===== config.mk =====
export PLATFORM = sky130hd
export DESIGN_NAME = ls3_front
export DESIGN_NICKNAME = d
export VERILOG_FILES = /design/src/sv/ls3_pkg.sv /design/src/sv/ls3_front.sv
export SDC_FILE = /design/constraint.sdc
export NUM_CORES = 1
export LEC_CHECK = 0
export CAP_MARGIN = 20
export CELL_PAD_IN_SITES_DETAIL_PLACEMENT = 1
export CELL_PAD_IN_SITES_GLOBAL_PLACEMENT = 2
export CORE_AREA = 5 5 302 304
export CTS_CLUSTER_SIZE = 14
export DETAILED_ROUTE_END_ITERATION = 8
export DIE_AREA = 0 0 307 309
export DONT_BUFFER_PORTS = 1
export GPL_TIMING_DRIVEN = 0
export HOLD_SLACK_MARGIN = 0.05
export PLACE_DENSITY = 0.61
export SLEW_MARGIN = 20
export SYNTH_ARGS = -nofsm -noshare
export SYNTH_HDL_FRONTEND = slang
export SYNTH_SLANG_ARGS = --single-unit
export TNS_END_PERCENT = 1

===== constraint.sdc =====
create_clock -name clock -period 65 [get_ports clock]
set_input_delay 9.75 -clock clock [delete_from_list [all_inputs] [get_ports clock]]
set_output_delay 9.75 -clock clock [all_outputs]
set_load 0.03 [all_outputs]

===== src/sv/ls3_pkg.sv =====
`default_nettype none
// ---------------------------------------------------------------------------
// ls3_pkg: shared types, constants and helpers for the 3x3 solver
// Q16.16 arithmetic helpers and the queue entry type.
// ---------------------------------------------------------------------------
package ls3_pkg;
   localparam int DW = 32;
   localparam int FB = 16;

   typedef logic signed [DW-1:0] word_type;

   typedef enum logic [1:0] {
      ST_OK   = 2'd0,
      ST_SING = 2'd1,
      ST_SAT  = 2'd2
   } status_type;

   typedef struct packed {
      word_type [2:0][3:0] m;
   } job_type;

   localparam logic signed [DW-1:0] MAXV = {1'b0, {(DW-1){1'b1}}};
   localparam logic signed [DW-1:0] MINV = {1'b1, {(DW-1){1'b0}}};

   function automatic logic [DW:0] mag(input word_type v);
      logic [DW:0] r;
      r = v[DW-1] ? (~{1'b1, v} + 1'b1) : {1'b0, v};
      return r;
   endfunction

   // Saturating subtract; flag in bit DW.
   function automatic logic [DW:0] fsub(input word_type a, input word_type b);
      logic signed [DW:0] d;
      logic [DW:0] r;
      d = {a[DW-1], a} - {b[DW-1], b};
      if (d > $signed({2'b00, MAXV[DW-2:0]})) r = {1'b1, MAXV};
      else if (d < $signed({1'b1, MINV})) r = {1'b1, MINV};
      else r = {1'b0, d[DW-1:0]};
      return r;
   endfunction

   function automatic logic [DW:0] pack(input logic [2*DW+1:0] q, input logic neg);
      logic [DW:0] r;
      logic [2*DW+1:0] lim;
      lim = neg ? (2*DW+2)'({1'b1, {(DW-1){1'b0}}}) : (2*DW+2)'(MAXV);
      if (q > lim) r = {1'b1, neg ? MINV : MAXV};
      else r = {1'b0, neg ? DW'(~q[DW-1:0] + 1'b1) : q[DW-1:0]};
      return r;
   endfunction

   // Rounded Q product; flag in bit DW.
   function automatic logic [DW:0] fmul(input word_type a, input word_type b);
      logic [DW:0] ma, mb;
      logic [2*DW+1:0] p;
      logic [2*DW+1:0] q;
      logic neg;
      logic [DW:0] r;
      ma = mag(a);
      mb = mag(b);
      neg = a[DW-1] ^ b[DW-1];
      p = ma * mb;
      q = (p + (2*DW+2)'(1 << (FB-1))) >> FB;
      r = pack(q, neg);
      return r;
   endfunction
endpackage
`default_nettype wire


===== src/sv/ls3_front.sv =====
`default_nettype none
// ---------------------------------------------------------------------------
// ls3_front: input capture and two-entry queue
// Registers accepted systems into a small FIFO toward the solver core.
// ---------------------------------------------------------------------------
module ls3_front (
   input  wire logic             clock,
   input  wire logic             reset,
   input  wire logic             push,
   input  wire ls3_pkg::job_type push_job,
   output logic                  full,
   input  wire logic             pop,
   output logic                  avail,
   output ls3_pkg::job_type      head
);
   import ls3_pkg::*;
   job_type q_ff [2];
   logic    wp_ff, rp_ff;
   logic [1:0] cnt_ff;

   always_ff @(posedge clock) begin
      if (reset) begin
         wp_ff <= 1'b0; rp_ff <= 1'b0; cnt_ff <= '0;
      end else begin
         if (push) wp_ff <= ~wp_ff;
         if (pop) rp_ff <= ~rp_ff;
         cnt_ff <= cnt_ff + {1'b0, push} - {1'b0, pop};
      end
      if (push) q_ff[wp_ff] <= push_job;
   end
   assign full = cnt_ff == 2'd2;
   assign avail = cnt_ff != 2'd0;
   assign head = q_ff[rp_ff];
endmodule
`default_nettype wire


; Word level (Yosys, flattened, before mapping)
; Memories as Yosys holds them, arrays and structs flattened. A register that Yosys moved wholly into a read port is not among the register bits.
; Cells that the tools add are included.
[op_classes]
addsub = 2
bitwise = 2
reduce_logical = 1
n_mux = 4
eq_ne = 1
[ops]
columns = operator, n
row1 = 1-bit two-way mux, 4
row2 = 2-bit by 1-bit adder with 2-bit output, 1
row3 = 2-bit equality test (second input constant), 1
row4 = 1-bit NOT, 2
row5 = 2-bit nonzero test, 1
row6 = 2-bit by 1-bit subtractor with 2-bit output, 1
[totals]
out_inout_bits = 386
n_memories = 1
regBits = 4
mem_bits_rw = 768
in_bits = 388
[mem_list]
columns = name, words, width, read_ports, rd_clocked_by_memory_dff, write_ports, line
row1 = q_ff, 2, 384, 1, 1, 1, ls3_front.sv:17  ; job_type q_ff [2];

; Longest topological paths before layout
[depth]
depth_word = 3
depth_mapped = 6
depth_no_buf = 6

; Worst setup path after synthesis
; No wires, ideal clock.
[synth_timing]
path_kind = input port to flip-flop
startpoint = input push
endpoint = memory q_ff[0][0] in the netlist's numbering, enable pin
arrival_ps = 26233
setup_time_ps = 1185
setup_slack_ps = 37582
stages = 1
n_path_buf = 0
required_time_ps = 63815
path_cell_list = nor2b_1
[synth_via]
elab_chain_cells = 2
[synth_rtl]
columns = element, line
row1 = "start, declared", ls3_front.sv:9  ; input wire logic push,
row2 = 1-bit two-way mux, ls3_front.sv:29  ; if (push) q_ff[wp_ff] <= push_job;
row3 = 1-bit two-way mux (implied by the code), ls3_front.sv:29
row4 = "end, declared", ls3_front.sv:17
; Every way passes these cells.

==> flow_metrics.tcl <==
set metrics [dict create \
    insertion_delay_ns 0.63 \
    hold_viol_final 0 \
    met1_usage_pct 11.82 \
    dp_hpwl_um 53950 \
    yosys_warnings 0 \
    postCtsSetupBuffers 0 \
    track_usage_pct 14.42 \
    yosysSeqAreaShare_pct 78.55 \
    cts_tree "done" \
    clockBufferDepth 3 \
    grt_max_degree 54 \
    layout_min_cycle_time_ns 11.73 \
    clkSinkCount 773 \
    drt_wl_total_um 71620 \
    die_area_mm2 0.09486 \
    gp_congestion 0.7474 \
    first_global_vias 13150 \
    r2r_cells 8 \
    nets 1718 \
    place.port_buffers 0 \
    grt_most_used_layer "met2" \
    dr_total_vias 11760 \
    detail-route-antenna-nets 0 \
    synth-simple-area-share_pct 0.1570 \
    syn_inst 1216 \
    core-area_mm2 0.08797 \
    max_slew.worst_pin.slew_ns 0.6923 \
    met2_usage_pct 26.27 \
    drt_iter0_drc 652 \
    ir_worst_vdd_mv 0.02504 \
    drt_first_pass_iters 5 \
    crit_path_max_fanout 10 \
    max-cap-violations 0 \
    antenna_found_initial 4 \
    power.density_mw_per_mm2 35.53 \
    synth_seq_cells 773 \
    timing.final.crit_share_pct 18.05 \
    rsz0062_at_grt "no" \
    postSynthAreaPerCell_um2 24.25 \
    p_leak_uw 0.01198 \
    synth_xor_area_share_pct 0.1358 \
    synth_cell_types 16 \
    post-route-util_pct 38.99 \
    ctsResizeCount 0 \
    endpoint_kind "output port" \
    start_util_pct 33.52 \
    holdCritPathClass "reg2reg" \
    slew_headroom_pct 53.75 \
    final.setup_skew_ns 0.01700 \
    htree_levels 3 \
    fmax_ghz 0.08525 \
    grt_pass1_wl_um 97410 \
    gr-total-overflow 0 \
    use_met3_pct 10.95 \
    drc 0 \
    layout-drive-gt1-share_pct 41.61 \
    hold_buffers 0 \
    status "finished clean" \
    root_buffer "clkbuf_16" \
    cp.required_ns 55.25 \
    cts_buffers 84 \
    wire_per_inst_um 27.97 \
    syn_area_mm2 0.02949 \
    ioPinCount 774 \
    rows 109 \
    critPathArrivalTime_ns 1.98 \
    report.final.slew_viol_count 0 \
    muxShareOfSynthArea_pct 19.25 \
    syn_nets 1606 \
    synth_top_family_by_area "multiplexers" \
    tns_ns 0 \
    path_class "reg2out" \
    die_w_um 307 \
    area_growth_pct 16.30 \
    fillCellCount 8293 \
    startpoint_type "flip-flop" \
    dieHeight_um 309 \
    synth_compound_area_share_pct 0 \
    setup_violations 0 \
    hold-path-cell-count 2 \
    path_clk_slew_ns 0.06 \
    vias_per_cell 4.593 \
    synth-adder-area-share_pct 0.08486 \
]
## area by class of cell
cell class	count	area [µm²]	share of cell area, %
timing repair buffer	26	613.1	1.788
inverter	2	7.507	0.02189
clock inverter	57	556.8	1.624
antenna	2	5.005	0.01459
sequential	773	23160	67.54
clock buffer	95	2165	6.312
buffer	43	530.5	1.547
multi-input combinational	398	5797	16.90
tap	1165	1458	4.250
## final timing paths
kind	startpoint	slack (ns)	to
worst max-delay path	flip-flop	53.27	head[238]
worst min-delay path	rp_ff	0.52	flip-flop
worst max register to register	wp_ff	62.32	q_ff[0][30]
worst min register to register	rp_ff	0.52	flip-flop
## synthesized netlist by cell type
master / instances / area (µm²)
buf_2: 2 / 10.01
buf_6: 28 / 315.3
ha_1: 2 / 25.02
nor2_1: 4 / 15.01
dfxtp_1: 5 / 100.1
edfxtp_1: 768 / 23060
and2_1: 1 / 6.260
mux2_2: 24 / 270.3
buf_8: 11 / 165.2
xnor3_1: 1 / 22.52
or2_2: 1 / 6.260
nor2b_1: 3 / 18.77
buf_12: 2 / 40.04
inv_1: 2 / 7.510
mux2_4: 360 / 5405
xnor2_1: 2 / 17.52
## cells in the final DEF, fill, tap and decap left out
| cell | netlist | routed |
|---|---|---|
| clkinv_2 | 0 | 15 |
| buf_12 | 2 | 14 |
| nor2_1 | 4 | 4 |
| inv_6 | 0 | 3 |
| edfxtp_1 | 768 | 768 |
| nor2b_4 | 0 | 1 |
| ha_1 | 2 | 2 |
| xnor3_1 | 1 | 1 |
| mux2_4 | 360 | 360 |
| or2_2 | 1 | 1 |
| clkbuf_1 | 0 | 10 |
| buf_8 | 11 | 12 |
| clkinvlp_4 | 0 | 4 |
| nor2b_1 | 3 | 2 |
| buf_6 | 28 | 28 |
| mux2_2 | 24 | 24 |
| inv_1 | 2 | 2 |
| clkbuf_16 | 0 | 85 |
| clkinv_4 | 0 | 5 |
| clkinv_1 | 0 | 18 |
| xnor2_1 | 2 | 2 |
| diode_2 | 0 | 2 |
| clkinv_8 | 0 | 2 |
| inv_8 | 0 | 1 |
| bufinv_16 | 0 | 9 |
| dfxtp_1 | 5 | 5 |
| and2_4 | 0 | 1 |
| buf_2 | 2 | 2 |
| buf_16 | 0 | 13 |
## registers in the layout, summed over array words and instances, names as in the netlist, named ones only
register and cells:
q_ff 768, cnt_ff 2, rp_ff 1, wp_ff 1
## layer usage
metal | vias to the layer above | routed length [µm]
li1 | 5106 | -
met1 | 5934 | 20080
met2 | 606 | 37630
met3 | 113 | 12060
met4 | 4 | 1829
met5 | - | 27
## critical path, stage by stage, from the launching register on
cell     delay [ns]
dfxtp_1        0.32
buf_6          0.16
buf_12         0.18
buf_6          0.26
mux2_4         0.40
## power by group
group | total (µW) | switching [µW] | internal [µW]
Clock | 464 | 188 | 276
Combinational | 164 | 108 | 56.4
Sequential | 590 | 7.18 | 583
Total | 1220 | 303 | 915
## per-stage QoR
step | hold slack, ns | setup WS [ns] | total power (µW) | instance area [µm²] | std cells
floorplan | 0.4799 | 37.58 | 746.7 | 29490 | 1216
global placement | 0.5107 | 27.78 | 786.6 | 30940 | 2381
detailed placement | 0.5150 | 52.86 | 768.8 | 31570 | 2407
CTS | 0.5339 | 53.14 | 1241 | 34290 | 2559
global route | 0.5508 | 53.14 | 1269 | 34290 | 2559
finish | 0.5208 | 53.27 | 1218 | 34290 | 2561
## kinds of logic after synthesis
| family | Yosys count |
|---|---|
| DFF | 773 |
| muxes | 384 |
| buffers and inverters | 45 |
| and+or+nand+nor | 9 |
| xor gates and xnor gates | 3 |
| adders and majority gates | 2 |
Note: power is estimated with default switching activity, not from simulation.
